File: config.mk
export PLATFORM = sky130hd
export DESIGN_NAME = psm_front
export DESIGN_NICKNAME = d
export VERILOG_FILES = /design/src/rtl/panned_sample_mixer_assert.svh /design/src/rtl/psm_pkg.sv /design/src/rtl/psm_front.sv
export SDC_FILE = /design/constraint.sdc
export NUM_CORES = 1
export LEC_CHECK = 0
export ABC_CLOCK_PERIOD_IN_PS = 5500
export BUFFER_PORTS_ARGS = -buffer_cell sky130_fd_sc_hd__buf_2
export CAP_MARGIN = 20
export CELL_PAD_IN_SITES_DETAIL_PLACEMENT = 1
export CELL_PAD_IN_SITES_GLOBAL_PLACEMENT = 2
export CORE_MARGIN = 2
export CORE_UTILIZATION = 29
export CTS_BUF_LIST = sky130_fd_sc_hd__clkbuf_8
export CTS_CLUSTER_DIAMETER = 40
export CTS_CLUSTER_SIZE = 8
export DETAILED_ROUTE_END_ITERATION = 10
export PLACE_DENSITY_LB_ADDON = 0.08
export SETUP_SLACK_MARGIN = 0.2
export SLEW_MARGIN = 25
export SYNTH_ARGS = -nofsm -noshare
export SYNTH_HDL_FRONTEND = slang
export SYNTH_SLANG_ARGS = --single-unit
File: constraint.sdc
create_clock -name i_clk -period 5.5 [get_ports i_clk]
set_input_delay 0.275 -clock i_clk [delete_from_list [all_inputs] [get_ports i_clk]]
set_output_delay 0.275 -clock i_clk [all_outputs]
set_load 0.02 [all_outputs]
File: src/rtl/panned_sample_mixer_assert.svh
// ----------------------------------------------------------------------------
// panned_sample_mixer_assert.svh
// Assertion macros for the panned sample mixer. They are empty in synthesis.
// ----------------------------------------------------------------------------
`ifndef PANNED_SAMPLE_MIXER_ASSERT_SVH
`define PANNED_SAMPLE_MIXER_ASSERT_SVH

`ifndef SYNTHESIS

// Same-cycle implication, disabled while reset is low.
`define PSM_ASSERT_IMPLY(label, clk, rst_n, cond, expr) \
    label: assert property (@(posedge clk) disable iff (!rst_n) (cond) |-> (expr)) \
        else $error("assertion failed: same-cycle implication");

// Next-cycle implication, disabled while reset is low.
`define PSM_ASSERT_NEXT(label, clk, rst_n, cond, expr) \
    label: assert property (@(posedge clk) disable iff (!rst_n) (cond) |=> (expr)) \
        else $error("assertion failed: next-cycle implication");

`else

`define PSM_ASSERT_IMPLY(label, clk, rst_n, cond, expr)
`define PSM_ASSERT_NEXT(label, clk, rst_n, cond, expr)

`endif

`endif

File: src/rtl/psm_pkg.sv
// ----------------------------------------------------------------------------
// psm_pkg
// Shared types and constants of the panned sample mixer.
// ----------------------------------------------------------------------------
`default_nettype none

package psm_pkg;

    localparam int SAMPLE_BITS_DEF = 16;
    localparam int MIX_BITS_DEF    = 24;
    localparam int GAIN_BITS       = 16;
    localparam int GAIN_FRAC       = 14;
    localparam int POS_BITS        = 25;
    localparam int PEAK_BITS       = 16;
    localparam int CHAN_BITS       = 2;
    localparam int QUEUE_DEPTH     = 4;
    localparam int APB_ADDR_BITS   = 5;
    localparam int APB_DATA_BITS   = 32;
    localparam int REG_IDX_BITS    = APB_ADDR_BITS - 2;

    localparam logic [CHAN_BITS-1:0] CHAN_STEREO = 2'd2;
    localparam logic [PEAK_BITS-1:0] PEAK_MAX    = 16'hFFFF;

    // Register indexes; byte address is four times the index.
    localparam logic [REG_IDX_BITS-1:0] REG_SOURCE_CHANNELS = 3'd0;
    localparam logic [REG_IDX_BITS-1:0] REG_OUTPUT_CHANNELS = 3'd1;
    localparam logic [REG_IDX_BITS-1:0] REG_MAIN_GAIN       = 3'd2;
    localparam logic [REG_IDX_BITS-1:0] REG_LEFT_GAIN       = 3'd3;
    localparam logic [REG_IDX_BITS-1:0] REG_RIGHT_GAIN      = 3'd4;
    localparam logic [REG_IDX_BITS-1:0] REG_TOTAL_SAMPLES   = 3'd5;

    localparam logic [CHAN_BITS-1:0] RST_CHANNELS = 2'd1;
    localparam logic [GAIN_BITS-1:0] RST_GAIN     = 16'd16384;

    typedef enum logic [1:0] {
        MODE_MIX   = 2'd0,
        MODE_START = 2'd1,
        MODE_STOP  = 2'd2,
        MODE_SEEK  = 2'd3
    } t_mode;

    // Encoded as {source is stereo, output is stereo}.
    typedef enum logic [1:0] {
        ROUTE_MONO_MONO     = 2'd0,
        ROUTE_MONO_STEREO   = 2'd1,
        ROUTE_STEREO_MONO   = 2'd2,
        ROUTE_STEREO_STEREO = 2'd3
    } t_route;

    typedef struct packed {
        logic [CHAN_BITS-1:0] source_channels;
        logic [CHAN_BITS-1:0] output_channels;
        logic [GAIN_BITS-1:0] main_gain;
        logic [GAIN_BITS-1:0] left_gain;
        logic [GAIN_BITS-1:0] right_gain;
        logic [POS_BITS-1:0]  total_samples;
    } t_cfg;

    // Per-transaction control decided by the front end.
    typedef struct packed {
        logic                 mix;
        t_route               route;
        logic [PEAK_BITS-1:0] peak_level;
        logic                 peak_valid;
        logic                 playing;
        logic [POS_BITS-1:0]  position;
    } t_job_ctrl;

endpackage

`default_nettype wire

File: src/rtl/psm_front.sv
// ----------------------------------------------------------------------------
// psm_front
// Accepts transactions, keeps play state, position and block peak, and
// decides for each frame whether and how it is mixed.
// ----------------------------------------------------------------------------
`default_nettype none

module psm_front
    import psm_pkg::*;
#(
    parameter int SAMPLE_BITS = SAMPLE_BITS_DEF
) (
    input  wire logic                          i_clk,
    input  wire logic                          i_rst_n,
    input  t_cfg                               i_cfg,
    input  wire logic                          i_accept,
    input  wire logic [1:0]                    i_mode,
    input  wire logic signed [SAMPLE_BITS-1:0] i_sample_left,
    input  wire logic signed [SAMPLE_BITS-1:0] i_sample_right,
    input  wire logic                          i_block_last,
    input  wire logic [POS_BITS-1:0]           i_seek_position,
    output t_job_ctrl                          o_ctrl
);

    logic [POS_BITS-1:0]  r_pos, n_pos;
    logic                 r_playing, n_playing;
    logic [PEAK_BITS-1:0] r_peak, n_peak;

    t_mode                mode;
    logic                 src_stereo;
    logic                 out_stereo;
    logic [1:0]           step;
    logic [POS_BITS:0]    pos_sum;
    logic                 can_mix;
    logic [PEAK_BITS-1:0] mag_l, mag_r, peak_new;
    logic [PEAK_BITS-1:0] peak_out;
    logic                 peak_ok;

    // Absolute value of a sample, clipped to the peak meter range.
    function automatic logic [PEAK_BITS-1:0] peak_mag(input logic signed [SAMPLE_BITS-1:0] s);
        logic [SAMPLE_BITS:0] mag;
        mag = s[SAMPLE_BITS-1] ? ((SAMPLE_BITS+1)'(0) - (SAMPLE_BITS+1)'(s))
                               : (SAMPLE_BITS+1)'(s);
        if (32'(mag) > 32'(PEAK_MAX)) begin
            return PEAK_MAX;
        end
        return PEAK_BITS'(mag);
    endfunction

    assign mode       = t_mode'(i_mode);
    assign src_stereo = (i_cfg.source_channels == CHAN_STEREO);
    assign out_stereo = (i_cfg.output_channels == CHAN_STEREO);
    assign step       = src_stereo ? 2'd2 : 2'd1;
    assign pos_sum    = {1'b0, r_pos} + (POS_BITS+1)'(step);
    assign can_mix    = r_playing && (pos_sum <= {1'b0, i_cfg.total_samples});
    assign mag_l      = peak_mag(i_sample_left);
    assign mag_r      = src_stereo ? peak_mag(i_sample_right) : '0;

    always_comb begin
        peak_new = r_peak;
        if (mag_l > peak_new) begin
            peak_new = mag_l;
        end
        if (mag_r > peak_new) begin
            peak_new = mag_r;
        end
    end

    always_comb begin
        n_pos     = r_pos;
        n_playing = r_playing;
        n_peak    = r_peak;
        peak_out  = '0;
        peak_ok   = 1'b0;
        unique case (mode)
            MODE_MIX: begin
                if (can_mix) begin
                    n_pos     = pos_sum[POS_BITS-1:0];
                    n_playing = (pos_sum[POS_BITS-1:0] < i_cfg.total_samples);
                    n_peak    = peak_new;
                end
                if (i_block_last) begin
                    peak_out = can_mix ? peak_new : r_peak;
                    peak_ok  = 1'b1;
                    n_peak   = '0;
                end
            end
            MODE_START: n_playing = 1'b1;
            MODE_STOP:  n_playing = 1'b0;
            MODE_SEEK:  n_pos     = {i_seek_position[POS_BITS-1:1], 1'b0};
            default: ;
        endcase
    end

    always_ff @(posedge i_clk) begin
        if (!i_rst_n) begin
            r_pos     <= '0;
            r_playing <= 1'b0;
            r_peak    <= '0;
        end else if (i_accept) begin
            r_pos     <= n_pos;
            r_playing <= n_playing;
            r_peak    <= n_peak;
        end
    end

    always_comb begin
        o_ctrl.mix        = (mode == MODE_MIX) && can_mix;
        o_ctrl.route      = t_route'({src_stereo, out_stereo});
        o_ctrl.peak_level = peak_out;
        o_ctrl.peak_valid = peak_ok;
        o_ctrl.playing    = n_playing;
        o_ctrl.position   = n_pos;
    end

endmodule

`default_nettype wire

After elaboration in Yosys (flattened, before gate mapping)
Cells that the tools add are included.

Register bits: 42. Input port bits: 140. Output and inout port bits: 46. Logic and storage cells: 43.

Add/subtract/negate cells: 3. Magnitude comparators: 6. Equality and inequality tests: 5. Multiplexer cells: 22. Reductions and logical operators: 4.

Operators with widths (count): 2-to-1 mux 16 bit (11); one-hot mux 25 bit (2 select lines) (1); greater-than comparator 17 x 16 -> 1 bit, second input constant (2); 2-to-1 mux 17 bit (2); subtractor 1 x 16 -> 17 bit, first input constant (2); greater-than comparator 16 bit (2); adder 25 x 2 -> 26 bit (1); <= comparator 26 x 25 -> 1 bit (1); < comparator 25 bit (1); 2-to-1 mux 25 bit (1); == test 2 bit, second input constant (4); 2-to-1 mux 1 bit (5); one-hot mux 1 bit (3 select lines) (1); == test 2 x 1 -> 1 bit, second input constant (1); logical AND 1 bit (2); logical NOT 2 bit (1); 2-to-1 mux 2 bit (1); AND reduction 2 bit (1).

Logic depth before layout (Yosys ltp)
Gate-level depths: netlist of run 1.

Word-level depth: 12. Mapped depth: 24. Gate-level depth less buffers: 21.

Worst setup path before layout of run 1
No wires, ideal clock.

Kind: input port to output port. Start: input i_cfg[75] (netlist name). End: output o_ctrl[33] (netlist name). Arrival time: 5126 ps. Required time: 5225 ps. Slack: 99 ps. Stages on the path: 20. Buffers on the path: 4. Cell sequence: nand2b_1 > clkbuf_1 > clkbuf_1 > ha_1 > inv_1 > fa_1 > nor4b_1 > and4_1 > nand4_1 > xnor2_1 > ha_1 > a21oi_1 > nand2_1 > nor2_1 > nand4_1 > o21ai_0 > clkbuf_1 > nand2_1 > clkbuf_1 > a211oi_1.

RTL lines: from (decl) (line psm_front.sv:15) `input t_cfg i_cfg,`; to (decl) (line psm_front.sv:22) `output t_job_ctrl o_ctrl`.

==> results of run 1 <==
## final cells by class
class | instances | area share
Multi-Input combinational cell | 614 | 0.6010
Clock buffer | 6 | 0.01008
Inverter | 61 | 0.02795
Sequential cell | 42 | 0.1026
Clock inverter | 1 | 0.003666
Timing Repair Buffer | 266 | 0.2189
Tap cell | 234 | 0.03574
## power by group through the flow
stage	logic, mW	registers, mW	clock network, mW
after detailed placement	0.640	0.339	0
final	0.876	0.332	0.270
after floorplan	0.347	0.331	0
after CTS	0.793	0.332	0.278
after global routing	0.937	0.335	0.292
after global placement	0.618	0.338	0
## sequential cells by signal, summed over array words and instances, names as in the netlist
| name | flops |
|---|---|
| r_playing | 1 |
| r_pos | 25 |
| r_peak | 16 |
## through the flow
stage / TNS, ps / util / hold WS, ps / worst slack (ps)
2_1_floorplan: 0 / - / 379.8 / 98.55
3_3_place_gp: -1869 / 0.3771 / 484.4 / -185.5
3_5_place_dp: -4906 / 0.3771 / 511.2 / -377.7
4_1_cts: 0 / 0.4205 / 192.2 / 124.9
5_1_grt: -1398 / 0.4365 / 190.2 / -149.3
6_report: 0 / 0.4365 / 197.7 / 82.54
## worst max-delay path: cells and delay by family
family	cells	cell delay, ps
AOI/OAI and AO/OA	11	2160
xor gates and xnor gates	1	140
adders and majority gates	2	570
buffers and inverters	6	820
muxes	1	330
and+or+nand+nor	2	840
## synthesized netlist by cell type, drive strengths merged, types with 3 or more instances
master	number	area [um2]
o21ai	75	379.1
nand2	67	254.0
ha	65	813.3
inv	60	225.2
nor2	57	216.5
dfxtp	42	840.8
clkbuf	32	121.4
a21oi	31	155.2
xnor2	31	271.5
nor3	23	120.1
a211oi	21	157.7
nand4	21	146.4
xor2	18	157.7
a21o	16	120.1
nand3	15	75.07
o21a	13	97.59
buf	11	78.82
nand2b	11	68.82
a221o	10	100.1
a22o	9	78.83
a32o	9	90.09
o31ai	9	81.33
nor2b	8	50.05
nor3b	8	60.06
o21ba	8	80.08
and3	6	37.54
or2	6	37.54
a31oi	5	37.53
o211a	5	50.05
o41ai	5	43.79
or3	5	31.28
a221oi	4	35.03
nor4	4	25.02
nor4b	4	50.05
or4	4	30.03
a211o	3	26.28
and2	3	21.27
and4	3	26.28
mux2i	3	30.03
o311ai	3	26.28
## per-layer routing
metal	vias to the layer above	part of all wire	global-route usage
li1	3251	-	-
met1	3261	0.40	0.2651
met2	161	0.54	0.4633
met3	38	0.037	0.02456
met4	0	0.022	0.07400
met5	-	0	0
## timing repair
item / in CTS / in global routing
pin swaps: 45 / 36
endpoints found under the setup margin: 24 / 42
resized for setup: 128 / 43
hold buffers: 0 / 0
buffers inserted: 23 / 9
cloned: 3 / 0
## final timing paths
kind                     end  cells after the start
setup / recovery  o_ctrl[42]                     23
hold / removal    r_peak[15]                      2
setup reg to reg   r_peak[5]                     25
hold reg to reg     r_pos[0]                      2
## logic make-up (layout without fill, tap and decap cells)
family / after synthesis / count (layout)
buffers and inverters: 104 / 334
AND/OR/NAND/NOR: 246 / 247
flip-flops: 42 / 42
XOR/XNOR: 49 / 49
AO/OA/AOI/OAI: 247 / 248
multiplexers: 4 / 4
adder cells (fa/ha/maj): 66 / 66
==> metrics.txt, run 1 <==
layout net count=between 1000 and 1500; Post-Synth XOR/XNOR Area=0.07708; initial antenna violation count=0; Worst Hold Class=in -> reg; crit path capture type=output pin; Max-Cap Viols=0; CP max FO=8; Primary FF master, synth=dfxtp_1; Post-DP HPWL=~19 mm; register area share after synthesis=0.1510; Die Height=around 140 um; Max Root-Sink Buffers=2; Final Hold Vio Count=0; commonest non-fill, non-tap cell in the layout=buf_4; DR vias=6711; P_sw=roughly 0.59 mW; post-synth net total=slightly below 1000; multi-input logic area=between 4000 and 5000 um2; share of cells above drive strength 1=0.3798; Fill cells=roughly 2300; H-tree lvl count=2; Port Buffers=between 100 and 150; syn avg cell area=between 7 and 8 um2; total grt overflow=0; first-pass GRT wire length=around 38 mm; number of cell rows=50; reg2reg setup slack=between 500 and 600 ps; post-synthesis mux area share=0.007416; 1st-pass router iterations=4; setup violators final=0; Slowest cell on crit path=or4_4; most frequent cells in the layout=buf_4, buf_2, nand2_1; clock transition at the registers of the reported paths=around 90 ps; CP startpoint kind=input pin; maximum vdd ir drop=between 70 and 80 uV; synthesized-area fraction occupied by adder cells=0.1497; Initial Util=0.2967; clock network power share=0.183; internal cell power=between 0.8 and 0.9 mW; Final Skew=between 5 and 6 ps; GRT Total Usage=0.2365; Post-Syn Instances=roughly 760; Clock Latency Late Sink=310 ps; Post-Route WL=about 25 mm; IO Pins=between 150 and 200; Placeable Area=roughly 19000 um2; Die W=142.6 um; Synth Area in Simple Gates=0.2258; ant diodes=0; largest net degree at the start of global routing=35; TritonCTS clock tree=built; Power Density=between 150 and 200 nW/um2; Lkg Pwr=approximately 3.9 nW; Worst-Margin Slew=around 890 ps; Area growth, synth to finish=47.12%; post-synthesis cell area=between 5000 and 6000 um2; Worst Path Arrival=roughly 5100 ps; fin. max-slew vios=0; vias in the first global route=between 7000 and 8000; Finished Cell Area=8192 um2; Vias per Instance=approximately 5.5; crit-path cells=buf_8, buf_4, or4_4, o31ai_4, xnor2_2, ha_1, a211o_1, o2111ai_2, a21oi_2, a31oi_4, or2_4, buf_6, o21ai_4, ha_4, a211o_1, o311a_1, a211oi_4, a311oi_2, buf_4, buf_8, mux2_4, o22ai_4, buf_6; Seq pwr share=0.225; Area after DPL=7078 um2; drt drc=0; YS warnings=0; Combinational Power Share=0.593; Worst Setup SP=i_sample_left[7]; Final Cycle Share=0.9850; Synth cell types=76; Post-DRT Antenna Nets=0; Num CTS Buffers=5; placed cell count=roughly 1200; final std cells w/o fill=about 1200; register bit total from synthesis=between 40 and 50; Power, Total=around 1.5 mW; RSZ-0062 raised after global routing=yes; Critical Path Max Stage Delay=between 500 and 600 ps; FFs w/ async S/R, synth=0; number of enable flip-flop cells after synthesis=0; compound-gate portion of the synthesized area=0.3119; clock root cell=clkbuf_8; Rel. slew slack=0.4077; Final Wtd Congestion=~0.88; Storage cell area=around 840 um2; Worst Setup Path Type=in -> out; Worst EP required=5220 ps; outcome=finished clean; initial detailed-routing violation count=about 270; Final min period=about 5400 ps; Worst Min Path Start=i_block_last; drt wl/cell=20.29 um; Switching Share=0.3998; die area=just over 20000 um2; fmax=around 0.18 GHz; worst r2r src=r_peak[6]; largest family of logic cells by synthesized area=compound AO/OA/AOI/OAI gates; clock sinks=42
No activity file was read; power rests on OpenSTA's default activity.
==> inputs of run 2 (changes only) <==
- BUFFER_PORTS_ARGS: -buffer_cell sky130_fd_sc_hd__buf_2 -> -buffer_cell sky130_fd_sc_hd__buf_4
==> run 2 against run 1 <==
Sequential power barely moved. Largest cell class unchanged. Critical path depth rose by 4. Critical path type unchanged. Register-to-register slack improved by 510 ps. Total power fell by 2.2%. Count of clock-buffer cells in the layout did not move. Non-clock buffer count fell by 17. Flip-flop and latch count did not move.
==> metrics.txt, run 2 (synthesis results as in run 1) <==
outcome=finished clean; Final Wtd Congestion=0.8578; Max-Cap Viols=0; clock transition at the registers of the reported paths=roughly 90 ps; RSZ-0062 raised after global routing=yes; placed cell count=about 1200; Largest Register=r_pos; Rel. slew slack=0.3722; Final min period=5362 ps; Worst Path Arrival=about 5100 ps; H-tree lvl count=2; Lkg Pwr=about 3.9 nW; Power Density=170.4 nW/um2; Final Hold Vio Count=0; Power, Total=roughly 1.4 mW; max FFs per register=25; critical path's most frequent cell=buf_6; drt drc=0; share of cells above drive strength 1=0.3809; post-layout util=0.4523; Placeable Area=between 15000 and 20000 um2; Place WS=-330.5 ps; Post-Route WL=between 20 and 25 mm; Die Height=between 100 and 150 um; Worst Setup Path Type=in -> out; layout net count=approximately 1200; setup_tns=0 ps; largest net degree at the start of global routing=35; Worst EP required=roughly 5200 ps; 1st-pass router iterations=6; Post-DRT Antenna Nets=0; multi-input logic area=slightly above 5000 um2; final std cells w/o fill=1208; Worst Hold Class=in -> reg; die area=about 20000 um2; number of cell rows=50; Initial Util=0.2967; GRT Total Usage=0.2301; biggest regs=r_pos x25, r_peak x16, r_playing x1; Slowest cell on crit path=o311a_1; drt wl/cell=20.18 um; Port Buffers=approximately 140; fmax=around 0.19 GHz; CP startpoint kind=input pin; Final Cycle Share=0.9748; CP max FO=8; maximum vdd ir drop=roughly 90 uV; Worst-Margin Slew=between 900 and 1000 ps; commonest non-fill, non-tap cell in the layout=buf_4; Num CTS Buffers=5; initial antenna violation count=0; vias in the first global route=7032; first-pass GRT wire length=between 30 and 40 mm; total grt overflow=0; TritonCTS clock tree=built; clock sinks=42; Vias per Instance=around 5.5; Post-DP HPWL=around 19 mm; Area growth, synth to finish=52.45%; Max Root-Sink Buffers=2; Clock Latency Late Sink=320 ps; Final Skew=slightly below 10 ps; clock root cell=clkbuf_8; final setup margin=~140 ps; initial detailed-routing violation count=236; most frequent cells in the layout=buf_4, nand2_1, inv_1; ant diodes=0; fin. max-slew vios=0; DR vias=around 6700; Critical Path Max Stage Delay=350 ps; Die W=142.6 um; IO Pins=roughly 190; setup violators final=0; crit path capture type=output pin; Fill cells=2278; Storage cell area=~840 um2
==> run 2: changes by cell type in the layout (fill, tap and decap cells not counted), sizes merged <==
cell and delta:
buf -17, and2 +1
==> run 2: cell type report <==
type	instances	area share
Multi-Input combinational cell	615	0.5936
Timing Repair Buffer	249	0.2320
Sequential cell	42	0.09906
Tap cell	234	0.03449
Inverter	61	0.02756
Clock buffer	6	0.009729
Clock inverter	1	0.003538
==> run 2: timing repair <==
| action | in CTS | in global routing |
|---|---|---|
| pin swaps | 32 | 52 |
| endpoints found under the setup margin | 19 | 39 |
| setup buffers | 17 | 14 |
| cloned | 2 | 1 |
| resized for setup | 90 | 87 |
| hold buffers | 0 | 0 |
==> run 2: worst max-delay path, delay by kind of cell <==
kind / cells / cell delay (ps)
AOI/OAI and AO/OA: 10 / 2070
and+or+nand+nor: 6 / 920
adders and majority gates: 2 / 490
buffers and inverters: 8 / 1180
xor gates and xnor gates: 1 / 140
==> run 2: through the flow <==
stage          area, um2  hold slack [ps]
4_1_cts             7940            165.5
2_1_floorplan       5568            379.8
5_1_grt             8488            187.6
3_3_place_gp        7306            478.3
6_report            8488            171.6
3_5_place_dp        7306            509.6
==> run 2: final timing paths <==
kind              cells after the start         end        startpoint  slack [ps]
setup / recovery                     27  o_ctrl[37]  i_sample_left[3]         140
hold / removal                        2  r_peak[15]      i_block_last         170
setup reg to reg                     21  r_peak[15]         r_peak[6]        1040
hold reg to reg                       2    r_pos[0]          r_pos[0]         510
==> run 2: report_power, final <==
group / leakage (nW) / internal (mW) / switching, mW / total [mW]
sequential: 0.342 / 0.315 / 0.0176 / 0.333
clock: 0.0573 / 0.146 / 0.125 / 0.271
combinational: 3.48 / 0.412 / 0.431 / 0.843
==> run 2: routing by layer <==
metal / vias to the layer above / GRT usage / wire (um)
li1: 3230 / - / -
met1: 3289 / 0.2609 / 10060
met2: 142 / 0.4499 / 13070
met3: 28 / 0.02254 / 765
met4: 0 / 0.06774 / 485
met5: - / 0 / 0
==> inputs of run 3 (changes only) <==
- ABC_AREA: unset -> 1
- CORE_UTILIZATION: 29 -> 27
- GPL_TIMING_DRIVEN: unset -> 0
==> run 3 against run 2 <==
Final cell count rose by 37%. Critical path depth is 6 lower. First-iteration DRC count grew 48%. Synthesized cell count increased by 56%. Critical path type is now reg -> out. Critical endpoint is now o_ctrl[27]. Largest cell class unchanged.
==> metrics.txt, run 3 <==
Die W=roughly 160 um; Post-Route WL=about 26 mm; Max Root-Sink Buffers=2; register area share after synthesis=0.1271; Port Buffers=135; clock root cell=clkbuf_8; Commonest cells post-synth=nand2_1, inv_1, nand3_1, nor2_1, a21oi_1; Final Wtd Congestion=just over 0.8; Num CTS Buffers=5; Placeable Area=24180 um2; P_sw=0.6229 mW; layout net count=approximately 1500; CP startpoint kind=flop; total grt overflow=0; post-synthesis cell area=6618 um2; drt drc=0; ant diodes=0; internal cell power=between 0.7 and 0.8 mW; Initial Util=0.2737; Final Cycle Share=0.9104; Max-Cap Viols=0; first-pass GRT wire length=between 40 and 50 mm; die area=around 26000 um2; Largest Register=r_pos; Worst Min Path Start=i_rst_n; largest net degree at the start of global routing=14; crit path capture type=output pin; Fill cells=3281; IO Pins=between 150 and 200; Combinational Power Share=0.563; share of cells above drive strength 1=0.1709; YS warnings=0; clock sinks=42; Clock Latency Late Sink=roughly 330 ps; clock network power share=0.181; Power Density=~160 nW/um2; setup violators final=0; biggest regs=r_pos x25, r_peak x16, r_playing x1; max FFs per register=25; Final min period=around 5000 ps; number of cell rows=between 50 and 60; drt wl/cell=about 15 um; outcome=finished clean; H-tree lvl count=2; post-synth net total=between 1000 and 1500; Post-DRT Antenna Nets=0; initial antenna violation count=0; Synth area leaders=nand2_1, dfxtp_1, inv_1, ha_1, nand3_1; TritonCTS clock tree=built; CTS Hold Bufs=0; Worst-Margin Slew=between 600 and 700 ps; Primary FF master, synth=dfxtp_1; Lkg Pwr=between 4 and 5 nW; Worst Setup SP=r_pos[0]; vias in the first global route=7590; setup_tns=0 ps; Worst EP required=5220 ps; Rel. slew slack=0.5761; most frequent cell after synthesis=nand2_1; Synth cell types=43; fmax=about 0.2 GHz; Die Height=roughly 160 um; fin. max-slew vios=0; Final Hold Vio Count=0; initial detailed-routing violation count=between 300 and 400; most frequent cells in the layout=nand2_1, inv_1, buf_4; Vias per Instance=4.587; worst r2r src=r_pos[0]; Post-Syn Instances=roughly 1200; syn avg cell area=between 5 and 6 um2; GRT Total Usage=0.1980; Worst Hold Class=in -> reg; Seq pwr share=0.255; Area growth, synth to finish=25.79%; commonest non-fill, non-tap cell in the layout=nand2_1; Finished Cell Area=approximately 8300 um2; CP max FO=5; clock transition at the registers of the reported paths=roughly 100 ps; 1st-pass router iterations=5; maximum vdd ir drop=~90 uV; number of enable flip-flop cells after synthesis=0; Area after DPL=roughly 8000 um2; DR vias=approximately 7600; FFs w/ async S/R, synth=0; register bit total from synthesis=between 40 and 50; Worst Setup Path Type=reg -> out; Worst Path Arrival=about 4700 ps; Post-DP HPWL=21.24 mm; RSZ-0062 raised after global routing=yes; Switching Share=0.4655; Final Skew=15.16 ps; post-synth top area share=0.2036; Yosys top cell by area=nand2_1
-- run 3: cell types whose count changed in the layout (fill, tap and decap cells not counted), moves of 11 or more --
cell,delta
nand2_1,+297
buf_4,-81
inv_1,+164
o21a_1,-12
nand3_1,+96
a21o_1,-12
a21oi_1,+60
nand2b_1,-11
buf_6,-11
clkbuf_1,+11
xnor2_1,-18
nor2_1,+44
o21ai_1,-14
-- run 3: cell type report --
cell class | instances | area [um2] | share of cell area
repair buffers | 143 | 1074 | 0.1290
inverters | 223 | 837.1 | 0.1006
multi-input cells | 872 | 4658 | 0.5596
flip-flops and latches | 42 | 840.8 | 0.1010
plain buffers | 46 | 414.1 | 0.04975
well taps | 324 | 405.4 | 0.04870
clock buffers | 6 | 82.58 | 0.009920
clock inverters | 2 | 12.51 | 0.001503
-- run 3: logic make-up (layout without fill, tap and decap cells) --
| family | after synthesis | count (layout) | synth area share |
|---|---|---|---|
| buf+inv | 269 | 420 | 0.1857 |
| simple gates | 620 | 620 | 0.3969 |
| xor+xnor | 28 | 28 | 0.03706 |
| compound gates | 158 | 158 | 0.1274 |
| fa+ha+maj | 66 | 66 | 0.1259 |
| flops | 42 | 42 | 0.1271 |
-- run 3: worst max-delay path, stage by stage, from the launching register on --
cell      delay [ps]
dfxtp_1          360
ha_1             180
inv_1             60
fa_1             410
nor2_2           180
nand3_2          210
nor2_4           190
nand2_1          100
nor2_2           170
xor2_1           250
inv_1             80
ha_1             290
inv_1             40
nor2_1           170
nand2_1          170
nor3_1           310
nand2_1          160
a21boi_1         530
nand3_1          220
nand2_1          120
nor2_1            50
buf_4            160
-- run 3: timing repair --
item / 4_1_cts / 5_1_grt
setup buffers: 2 / 6
gates resized for setup: 6 / 36
pin swaps: 1 / 7
gates cloned: 0 / 0
setup endpoints to repair: 39 / 43
-- run 3: per-stage QoR --
stage | setup slack, ps | utilization | total power, mW | cells | hold WS, ps
after floorplan | 1126 | - | 0.8117 | 1183 | 413.4
after global placement | -69.74 | 0.3324 | 1.071 | 1642 | 466.7
after detailed placement | -92.82 | 0.3324 | 1.080 | 1642 | 474.6
after CTS | 202.5 | 0.3375 | 1.335 | 1652 | 246.7
after global routing | 186.4 | 0.3443 | 1.460 | 1658 | 251.6
final | 493.0 | 0.3443 | 1.338 | 1658 | 263.7
-- run 3: worst paths after layout --
| path | to | slack [ps] | cells after the start |
|---|---|---|---|
| setup / recovery | o_ctrl[27] | 490 | 21 |
| hold / removal | r_pos[4] | 260 | 3 |
| setup reg to reg | r_peak[0] | 1100 | 20 |
| hold reg to reg | r_peak[3] | 490 | 2 |
-- run 3: power groups by stage --
stage | registers, mW | clock network (mW) | logic [mW]
final | 0.342 | 0.242 | 0.754
after global placement | 0.348 | 0 | 0.722
after global routing | 0.345 | 0.260 | 0.854
after floorplan | 0.342 | 0 | 0.470
after detailed placement | 0.349 | 0 | 0.731
after CTS | 0.342 | 0.254 | 0.740
-- run 3: routing by layer --
| metal | GRT usage | vias to the layer above | routed length [um] |
|---|---|---|---|
| li1 | - | 3988 | - |
| met1 | 0.3130 | 3457 | 13980 |
| met3 | 0.01834 | 6 | 1191 |
| met4 | 0.02580 | 0 | 138 |
| met5 | 0 | - | 0 |
| met2 | 0.2939 | 154 | 10250 |
